==> src/rtl/aitsf_pkg.sv <==
// Shared types and constants for the audio interrupt timebase and sample FIFO.
// No dependencies; every other file in rtl/ except aitsf_ram.sv imports this package.
package aitsf_pkg;

  localparam int RING_DEPTH = 8192;
  localparam int PTR_W      = $clog2(RING_DEPTH);
  localparam int CNT_W      = $clog2(RING_DEPTH + 1);
  localparam int FILL_W     = 14;
  localparam int SAMPLE_W   = 16;
  localparam int PAIR_W     = 2 * SAMPLE_W;
  localparam int MODE_W     = 2;
  localparam int CYC_W      = 8;
  localparam int CPS_W      = 10;
  localparam int ACC_W      = CPS_W + 1;
  localparam int OWED_W     = 8;
  localparam int BATCH_W    = 13;
  localparam int TICK_W     = 16;
  localparam int CFG_IDX_W  = 3;
  localparam int CFG_DATA_W = 13;

  localparam logic [MODE_W-1:0] MODE_ADVANCE = 2'd0;
  localparam logic [MODE_W-1:0] MODE_DELIVER = 2'd1;
  localparam logic [MODE_W-1:0] MODE_FRAME   = 2'd2;
  localparam logic [MODE_W-1:0] MODE_PULL    = 2'd3;

  localparam logic [CFG_IDX_W-1:0] REG_CYCLES_PER_SAMPLE = 3'd0;
  localparam logic [CFG_IDX_W-1:0] REG_OWED_LIMIT        = 3'd1;
  localparam logic [CFG_IDX_W-1:0] REG_MAX_BATCH         = 3'd2;
  localparam logic [CFG_IDX_W-1:0] REG_IDLE_BATCH        = 3'd3;

  localparam logic [CPS_W-1:0]   CPS_RESET        = 10'd319;
  localparam logic [OWED_W-1:0]  OWED_LIMIT_RESET = 8'd64;
  localparam logic [BATCH_W-1:0] MAX_BATCH_RESET  = 13'd2048;
  localparam logic [BATCH_W-1:0] IDLE_BATCH_RESET = 13'd692;

  typedef struct packed {
    logic [MODE_W-1:0]          mode;
    logic [CYC_W-1:0]           cycles;
    logic                       in_cartridge;
    logic                       i2s_enabled;
    logic                       irq_masked;
    logic                       dsp_accepts;
    logic signed [SAMPLE_W-1:0] left_sample;
    logic signed [SAMPLE_W-1:0] right_sample;
  } item_t;

  typedef struct packed {
    logic                       irq_fired;
    logic [OWED_W-1:0]          owed_now;
    logic [BATCH_W-1:0]         batch_count;
    logic signed [SAMPLE_W-1:0] left_out;
    logic signed [SAMPLE_W-1:0] right_out;
    logic [FILL_W-1:0]          fill_level;
  } result_t;

  // Controller to datapath commands
  typedef struct packed {
    logic load;
    logic sub_step;
    logic adv_done;
    logic deliver;
    logic frame;
    logic pull_rd;
    logic pull_take;
    logic out_load;
  } dp_cmd_t;

  // Datapath to controller status
  typedef struct packed {
    logic acc_ge;
    logic ring_nonempty;
  } dp_stat_t;

endpackage

==> src/rtl/aitsf_ctrl.sv <==
// Controller state machine: accepts items, sequences datapath steps, owns result valid.
// Depends on aitsf_pkg.
module aitsf_ctrl (
  input  logic                         clk,
  input  logic                         rst,
  input  logic                         in_valid,
  input  logic [aitsf_pkg::MODE_W-1:0] in_mode,
  output logic                         in_ready,
  output logic                         out_valid,
  input  logic                         out_ready,
  input  aitsf_pkg::dp_stat_t          stat,
  output aitsf_pkg::dp_cmd_t           cmd
);
  import aitsf_pkg::*;

  localparam logic [2:0] S_IDLE  = 3'd0;
  localparam logic [2:0] S_ADV   = 3'd1;
  localparam logic [2:0] S_DLV   = 3'd2;
  localparam logic [2:0] S_FRM   = 3'd3;
  localparam logic [2:0] S_PULL  = 3'd4;
  localparam logic [2:0] S_PWAIT = 3'd5;
  localparam logic [2:0] S_FIN   = 3'd6;

  logic [2:0] state;
  logic [2:0] state_next;

  always_comb begin
    cmd        = '0;
    state_next = state;
    in_ready   = (state == S_IDLE);
    case (state)
      S_IDLE: begin
        if (in_valid) begin
          cmd.load = 1'b1;
          case (in_mode)
            MODE_ADVANCE: state_next = S_ADV;
            MODE_DELIVER: state_next = S_DLV;
            MODE_FRAME:   state_next = S_FRM;
            MODE_PULL:    state_next = S_PULL;
            default:      state_next = S_PULL;
          endcase
        end
      end
      S_ADV: begin
        // take out one whole sample period per cycle
        if (stat.acc_ge) begin
          cmd.sub_step = 1'b1;
        end else begin
          cmd.adv_done = 1'b1;
          state_next   = S_FIN;
        end
      end
      S_DLV: begin
        cmd.deliver = 1'b1;
        state_next  = S_FIN;
      end
      S_FRM: begin
        cmd.frame  = 1'b1;
        state_next = S_FIN;
      end
      S_PULL: begin
        cmd.pull_rd = 1'b1;
        state_next  = stat.ring_nonempty ? S_PWAIT : S_FIN;
      end
      S_PWAIT: begin
        cmd.pull_take = 1'b1;
        state_next    = S_FIN;
      end
      S_FIN: begin
        // hold until the result register is free
        if (!out_valid || out_ready) begin
          cmd.out_load = 1'b1;
          state_next   = S_IDLE;
        end
      end
      default: state_next = S_IDLE;
    endcase
  end

  always_ff @(posedge clk) begin
    if (rst) begin
      state     <= S_IDLE;
      out_valid <= 1'b0;
    end else begin
      state <= state_next;
      if (cmd.out_load) begin
        out_valid <= 1'b1;
      end else if (out_ready) begin
        out_valid <= 1'b0;
      end
    end
  end

endmodule

==> config.mk <==
export PLATFORM = sky130hd
export DESIGN_NAME = aitsf_ctrl
export DESIGN_NICKNAME = d
export VERILOG_FILES = /design/src/rtl/aitsf_pkg.sv /design/src/rtl/aitsf_ctrl.sv
export SDC_FILE = /design/constraint.sdc
export NUM_CORES = 1
export LEC_CHECK = 0
export BUFFER_PORTS_ARGS = -buffer_cell sky130_fd_sc_hd__buf_2
export CORE_AREA = 2 2 39 41
export CTS_CLUSTER_SIZE = 8
export DETAILED_ROUTE_END_ITERATION = 10
export DIE_AREA = 0 0 41 43
export GPL_ROUTABILITY_DRIVEN = 0
export GPL_TIMING_DRIVEN = 0
export SYNTH_ARGS = -nofsm -noshare
export SYNTH_HDL_FRONTEND = slang
export SYNTH_SLANG_ARGS = --single-unit
export TNS_END_PERCENT = 1
==> constraint.sdc <==
create_clock -name clk -period 1.8 [get_ports clk]
set_input_delay 0.18 -clock clk [delete_from_list [all_inputs] [get_ports clk]]
set_output_delay 0.18 -clock clk [all_outputs]
set_load 0.02 [all_outputs]
Yosys cells after proc, flatten, opt, wreduce, memory -nomap -nowiden
Index checks and enable logic that the tools add are counted.
{"block": "word_totals", "mem_bits_ro": 0, "latchBits": 0, "n_memories": 0, "register_bits": 4, "word_cells": 40, "ramBits": 0, "in_bits": 8, "out_inout_bits": 10}
{"block": "op_classes", "shifts": 0, "magnitude_cmp": 0, "addsub": 0, "bitwise_logic": 0, "muxes": 19, "div": 0, "n_mul": 0, "reduce_logical": 7, "n_eq_ne": 12}
{"operator": "$pmux 3 s5", "n": 1}
{"operator": "$mux 1", "n": 12}
{"operator": "$pmux 3 s4", "n": 1}
{"operator": "$eq 3x3->1 const B", "n": 3}
{"operator": "$mux 3", "n": 3}
{"operator": "$eq 3x2->1 const B", "n": 2}
{"operator": "$ne 2x2->1 const B", "n": 3}
{"operator": "$eq 2x2->1 const B", "n": 2}
{"operator": "$mux 2", "n": 2}
{"operator": "$eq 3x1->1 const B", "n": 1}
{"operator": "$logic_not 3->1", "n": 1}
{"operator": "$reduce_and 3->1", "n": 1}
{"operator": "$reduce_or 3->1", "n": 1}
{"operator": "$eq 2x1->1 const B", "n": 1}
{"operator": "$logic_not 2->1", "n": 1}
{"operator": "$reduce_bool 2->1", "n": 1}
{"operator": "$logic_not 1->1", "n": 1}
{"operator": "$logic_or 1x1->1", "n": 1}

Logic depth before layout (Yosys ltp)
Gate-level depths: netlist of the first run.
{"block": "depth", "depth_word": 5, "mapped_depth": 4, "mapped_depth_nobuf": 4}

Least setup slack after synthesis of the first run
OpenSTA, ideal clock, no wires.
{"block": "synth_path", "path_kind": "register to output", "from": "register state[0]", "to": "output cmd[6] (netlist name)", "arrival_time_ns": 1.280, "t_required_ns": 1.620, "setup_slack_ns": 0.340, "path_buffers": 1, "path_stages_with_launch": 3, "cell_sequence": "dfxtp_1 -> buf_2 -> nor4bb_1"}
{"element": "from (decl)", "line": "aitsf_ctrl.sv:24", "rtl": "logic [2:0] state;"}
{"element": "from (signal assigned)", "line": "aitsf_ctrl.sv:85", "rtl": "state <= state_next;"}
{"element": "to (decl)", "line": "aitsf_ctrl.sv:12", "rtl": "output aitsf_pkg::dp_cmd_t cmd"}

==> metrics.md, run 1 <==
| Metric | Value |
|---|---|
| Fillers | approximately 150 |
| Hpwl dp | a little under 600 µm |
| TritonCTS Sinks | 4 |
| Number of flops mapped to enable cells by yosys | 0 |
| Buf/Inv on CP | 2 |
| Layout cells sized above 1 | between 40% and 50% |
| Worst Reg-to-Reg Cells | 3 |
| Pleak | approximately 0.25 nW |
| Slowest CP cell | dfxtp_1 |
| Fin. max-slew vios | 0 |
| Synth top cells by count | dfxtp_1, ha_1, nor2_1, nor2b_1, nor3b_1 |
| CTS tree | done |
| Top_reg_cell synth | dfxtp_1 |
| Register bit total from synthesis | 4 |
| Post-Synthesis Mean Instance Area | ~8.7 µm² |
| Starting density of the core | between 20% and 30% |
| Root Driver | clkbuf_4 |
| Layout area overhead | 34.00% |
| Wirelength, routed | between 700 and 800 µm |
| Yosys warns | 0 |
| Largest net degree at the start of global routing | 11 |
| WL/cell | 10.05 µm |
| IO Port Bufs | 17 |
| WP data arrival | 1.33 ns |
| Tmin final | between 1.5 and 2 ns |
| Worst Setup EP | cmd[6] |
| Switching part of the total power | between 40% and 50% |
| Vias in the first global route | between 300 and 400 |
| TNS Setup | 0 ns |
| Drc violations | 0 |
| Worst Setup SP | state[0] |
| Final setup fails | 0 |
| DRT iter0 DRCs | 4 |
| CP Depth | 3 |
| Clock power frac | approximately 22% |
| Int Power | between 0.0002 and 0.0003 W |
| R2R setup slack | 0.68 ns |
| Setup CP Type | reg -> out |
| Final Hold Fails | 0 |
| VDD IR max | 0.3952 mV |
| First-pass GRT wire length | 1228 µm |
| Overall Global Routing Usage | between 10% and 20% |
| Unique masters post-synth | 26 |
| Initial antenna violation count | 0 |
| Most common cell in the synthesized netlist | dfxtp_1 |
| Clock transition at the registers of the reported paths | 0.04 ns |
| Synth area leaders | dfxtp_1, ha_1, nor3b_1, nor2b_1, a21oi_2 |
| H-tree depth | 1 |
| Vias after detailed routing | ~370 |
| Worst Path Required | approximately 1.6 ns |
| Worst skew pair latency | 0.23 ns |
| Max frequency | roughly 660 MHz |
| Worst R2R End | state[2] |
| IO Pins | 18 |
| Final nets | 76 |
| Post-route ant nets | 0 |
| Yosys top cell area share | a little over a fifth |
| Synth Instances | 43 |
| Max transition margin | roughly four fifths |
| Worst path max stage delay | ~0.39 ns |
| Post-CTS setup buffer count | 0 |
| Cell Pwr Density | roughly 980 nW/µm² |
| Detailed Routing Iterations Pass 1 | 2 |
| Die Ht | between 40 and 50 µm |
| Crit-path leading delay family | buffers and inverters |
| CP endpoint kind | output pin |
| Post-CTS sizing | 0 |
| Vias/cell | 4.633 |
| Max_cap viols | 0 |
| Synth area leader | dfxtp_1 |
| Critical Path Fanout Max | 10 |
| Num rows | 14 |
| DP Area | around 480 µm² |
| Period Utilization, post-route | between 80% and 90% |
| Hold_buf cts | 0 |
| CTS Buffer Depth | 2 |
| RSZ-0062 raised after global routing | no |
| Min-delay worst type | in -> reg |
| Sequential power share | approximately a quarter |
| Core ar. | roughly 1400 µm² |
| Full die area | between 1500 and 2000 µm² |
| Final core occ | between 30% and 40% |
| Number of CTS-inserted buffers | 3 |
| Multi-input logic area | roughly 270 µm² |
| Die width | between 40 and 50 µm |
| Worst Setup Start Kind | flop |
| Combinational Power Share | between 50% and 60% |
| Worst Max-Slew Pin Slew | about 0.29 ns |
| Status | complete, no violations |
| FF+latch area | approximately 80 µm² |
| FF-to-FF Start | state[1] |
| Final instance area | roughly 500 µm² |
| Sequential share of the synthesized area | 21.33% |
| Sw Pwr | between 0.0002 and 0.00025 W |
| Cell area after synthesis | ~380 µm² |
| GRT Residual Overflow | 0 |
| ANT cells | 0 |
| CP cell instances | buf_2 > nor4bb_1 > buf_2 |
| Fraction of registers with async set/reset | 0% |
| Most used cell, CP | buf_2 |
| Design Power | just under 0.0005 W |
| Clock Skews | 0.003624 ns |
| Syn nets | 54 |
-- layout make-up --
cell class	count	area share (%)
inverter	3	2.488
clock buffer	3	4.478
timing repair buffer	17	16.92
tap	16	3.980
multi-input combinational	33	52.74
buffer	3	3.483
sequential	4	15.92
-- logic make-up after synthesis --
| kind of cell | synth area share, % |
|---|---|
| simple gates | 37.67 |
| compound gates | 23.00 |
| fa+ha+maj | 10.00 |
| flops | 21.33 |
| buf+inv | 8.000 |
-- metal layers --
layer	track usage (%)	vias to the layer above	wire length [µm]
li1	-	195	-
met1	12.26	155	382
met2	14.69	14	335
met3	3.141	2	56
met4	10.00	0	19
met5	0	-	0
-- how the worst min path moves through the flow --
stage / startpoint / end / slack [ns] / cells after the start
floorplan: rst / state[0] / 0.24 / 1
global placement: rst / state[0] / 0.40 / 2
detailed placement: rst / state[0] / 0.40 / 2
CTS: rst / state[0] / 0.15 / 2
global route: rst / state[0] / 0.17 / 2
finish: rst / state[0] / 0.15 / 2
-- power by group through the flow --
| stage | clock [W] | combinational, W | sequential [W] |
|---|---|---|---|
| 2_1_floorplan | 0 | 0.000197 | 0.000122 |
| 3_3_place_gp | 0 | 0.000261 | 0.000123 |
| 3_5_place_dp | 0 | 0.000264 | 0.000123 |
| 4_1_cts | 0.000116 | 0.000266 | 0.000122 |
| 5_1_grt | 0.000120 | 0.000289 | 0.000125 |
| 6_report | 0.000111 | 0.000262 | 0.000122 |
-- flip-flops by register name (all words and copies together), names as in the netlist --
name,count
out_valid,1
state,3
-- cell usage in the layout (no fill, tap or decap), types with 2 or more instances in the layout --
master,netlist,routed
nor2_1,3,3
nand3b_1,2,2
o21a_1,2,2
nand2_1,2,2
buf_2,2,19
clkbuf_4,0,3
nor3b_1,3,3
inv_1,2,2
a21oi_2,2,2
nor2b_1,3,3
dfxtp_1,4,4
ha_1,3,3
-- stage by stage --
step	hold slack (ns)	cells	setup slack, ns
after floorplan	0.2424	43	0.3397
after global placement	0.4018	76	0.5392
after detailed placement	0.3981	76	0.5303
after CTS	0.1485	79	0.2818
after global routing	0.1653	79	0.1862
final	0.1538	79	0.2927
No activity file was read; power rests on OpenSTA's default activity.
==> inputs of run 2 (changes only) <==
==> constraint.sdc (replaced) <==
create_clock -name clk -period 1.55 [get_ports clk]
set_input_delay 0.155 -clock clk [delete_from_list [all_inputs] [get_ports clk]]
set_output_delay 0.155 -clock clk [all_outputs]
set_load 0.02 [all_outputs]
==> metrics.md, run 2 (synthesized netlist as in run 1, its figures left out) <==
| Metric | Value |
|---|---|
| Worst skew pair latency | 0.23 ns (about the same) |
| DP Area | 480.5 µm² (unchanged) |
| Final instance area | 506.7 µm² (was 503.0 µm²) |
| Switching part of the total power | 40.65% (was 40.85%) |
| Clock transition at the registers of the reported paths | 0.04 ns (about the same) |
| Vias in the first global route | 308 (unchanged) |
| Most frequent cells in the layout | buf_2, clkbuf_4 (was buf_2, dfxtp_1) |
| Die Ht | 43 µm (unchanged) |
| Largest registers | state (3), out_valid (1) (unchanged) |
| Starting density of the core | 27.12% (unchanged) |
| Setup ws final | 0.1193 ns (was 0.2927 ns) |
| First-pass GRT wire length | 1228 µm (unchanged) |
| TNS Setup | 0 ns (unchanged) |
| Drc violations | 0 (unchanged) |
| Cell count of the worst hold path | 2 (unchanged) |
| Max transition margin | 80.13% (about the same) |
| Max reg flops | 3 (unchanged) |
| Critical Path Fanout Max | 3 (was 10) |
| FF+latch area | 81.33 µm² (was 80.08 µm²) |
| Die width | 41 µm (unchanged) |
| Hpwl dp | 594.7 µm (unchanged) |
| CP endpoint kind | output pin (unchanged) |
| Root Driver | clkbuf_4 (unchanged) |
| Worst Hold Path EP | state[0] (unchanged) |
| Fin. max-slew vios | 0 (unchanged) |
| Final nets | 76 (unchanged) |
| IO Port Bufs | 17 (unchanged) |
| Worst R2R End | state[2] (unchanged) |
| Post-route ant nets | 0 (unchanged) |
| Wirelength, routed | 793 µm (was 794 µm) |
| Setup CP Type | reg -> out (unchanged) |
| CTS tree | done (unchanged) |
| Final std cells w/o fill | 79 (unchanged) |
| Cell Pwr Density | 1140 nW/µm² (was 983.8 nW/µm²) |
| Number of CTS-inserted buffers | 3 (unchanged) |
| Overall Global Routing Usage | 10.65% (unchanged) |
| ANT cells | 0 (unchanged) |
| Max frequency | between 600 and 700 MHz |
| Sw Pwr | 0.0002348 W (was 0.0002022 W) |
| Vias after detailed routing | 366 (unchanged) |
| Period Utilization, post-route | roughly 92% |
| Hold Crit Start | rst (unchanged) |
| Initial antenna violation count | 0 (unchanged) |
| Vias/cell | 4.633 (unchanged) |
| R2R setup slack | 0.43 ns (was 0.68 ns) |
| WP data arrival | 1.28 ns (was 1.33 ns) |
| Status | complete, no violations (unchanged) |
| Place WS | 0.3053 ns (was 0.5303 ns) |
| Layout cells sized above 1 | 49.21% (was 47.62%) |
| WL/cell | 10.04 µm (was 10.05 µm) |
| Hold Worst Slack | 0.1214 ns (was 0.1538 ns) |
| Combinational Power Share | 53.0% (about the same) |
| GRT Residual Overflow | 0 (unchanged) |
| Min-delay worst type | in -> reg (unchanged) |
| VDD IR max | 0.4592 mV (was 0.3952 mV) |
| Clock Skews | 0.003624 ns (about the same) |
| Slowest CP cell | or3_4 (was dfxtp_1) |
| Clock power frac | 22.3% (was 22.4%) |
| Pleak | 0.2500 nW (about the same) |
| CP cell instances | or3_4 > clkinv_2 > and2_1 > buf_2 (was buf_2 > nor4bb_1 > buf_2) |
| CTS Buffer Depth | 2 (unchanged) |
| Worst Max-Slew Pin Slew | 0.2948 ns (about the same) |
| Multi-input logic area | 265.3 µm² (unchanged) |
| Final Hold Fails | 0 (unchanged) |
| Worst Setup Start Kind | flop (unchanged) |
| IO Pins | 18 (unchanged) |
| Core ar. | 1384 µm² (unchanged) |
| H-tree depth | 1 (unchanged) |
| Worst path max stage delay | 0.40 ns (was 0.39 ns) |
| Sequential power share | 24.7% (was 24.6%) |
| Num rows | 14 (unchanged) |
| Full die area | 1763 µm² (unchanged) |
| Most common cell after layout, fill and taps aside | buf_2 (unchanged) |
| RSZ-0062 raised after global routing | no (unchanged) |
| TritonCTS Sinks | 4 (unchanged) |
| FF-to-FF Start | state[1] (unchanged) |
| Worst Reg-to-Reg Cells | 3 (unchanged) |
| Top reg by flops | state (unchanged) |
| Largest net degree at the start of global routing | 11 (unchanged) |
| Layout area overhead | 35.00% (was 34.00%) |
| Max_cap viols | 0 (unchanged) |
| Fillers | 146 (was 147) |
| Final setup fails | 0 (unchanged) |
| Detailed Routing Iterations Pass 1 | 2 (unchanged) |
| Int Power | 0.0003428 W (was 0.0002927 W) |
| Placed Cells | 76 (unchanged) |
| Worst Path Required | 1.39 ns (was 1.62 ns) |
| Tmin final | 1.431 ns |
| DRT iter0 DRCs | 4 (unchanged) |
run 2: changes by cell type in the layout (fill, tap and decap cells not counted):
cell,change
buf_2,-1
clkbuf_4,+1
dfxtp_1,-1
dfxtp_2,+1
run 2: power by group through the flow:
stage          clock [W]  combinational (W)  sequential [W]
2_1_floorplan          0           0.000229        0.000142
3_3_place_gp           0           0.000303        0.000143
3_5_place_dp           0           0.000306        0.000143
4_1_cts         0.000135           0.000309        0.000142
5_1_grt         0.000140           0.000337        0.000146
6_report        0.000129           0.000306        0.000143
run 2: cell type report:
type / count / share of cell area [%]
inverter: 3 / 2.469
multi-input combinational: 33 / 52.35
clock buffer: 3 / 4.444
sequential: 4 / 16.05
timing repair buffer: 17 / 16.79
tap: 16 / 3.951
buffer: 3 / 3.951
run 2: how the worst max path moves through the flow:
stage | start | to | depth (start not counted)
6_report | state[1] | cmd[7] | 4
4_1_cts | state[0] | cmd[6] | 3
3_5_place_dp | state[0] | cmd[6] | 3
2_1_floorplan | state[0] | cmd[6] | 2
3_3_place_gp | state[0] | cmd[6] | 3
5_1_grt | state[0] | cmd[5] | 3
run 2: repair_timing:
item / CTS / global route
gates resized for setup: 0 / 2
setup buffers: 0 / 0
hold buffers: 0 / 0
hold endpoints to repair: 0 / 0
endpoints found under the setup margin: 0 / 2
run 2: stage by stage:
step / utilization [%] / total power, W
finish: 36.62 / 0.0005776
detailed placement: 34.72 / 0.0004494
floorplan: - / 0.0003710
global placement: 34.72 / 0.0004460
CTS: 36.35 / 0.0005855
global route: 36.62 / 0.0006238
run 2: worst max-delay path, delay by kind of cell, from the launching register on:
family,cells,cell delay (ns)
DFF,1,0.31
buffers and inverters,2,0.22
and+or+nand+nor,2,0.51
run 2: metal layers:
layer / global-route usage, % / vias to the layer above / share of wire (%)
met5: 0 / - / 0
met4: 10.00 / 0 / 2.4
met2: 14.69 / 14 / 42
met3: 3.141 / 2 / 7.1
met1: 12.26 / 155 / 48
li1: - / 195 / -
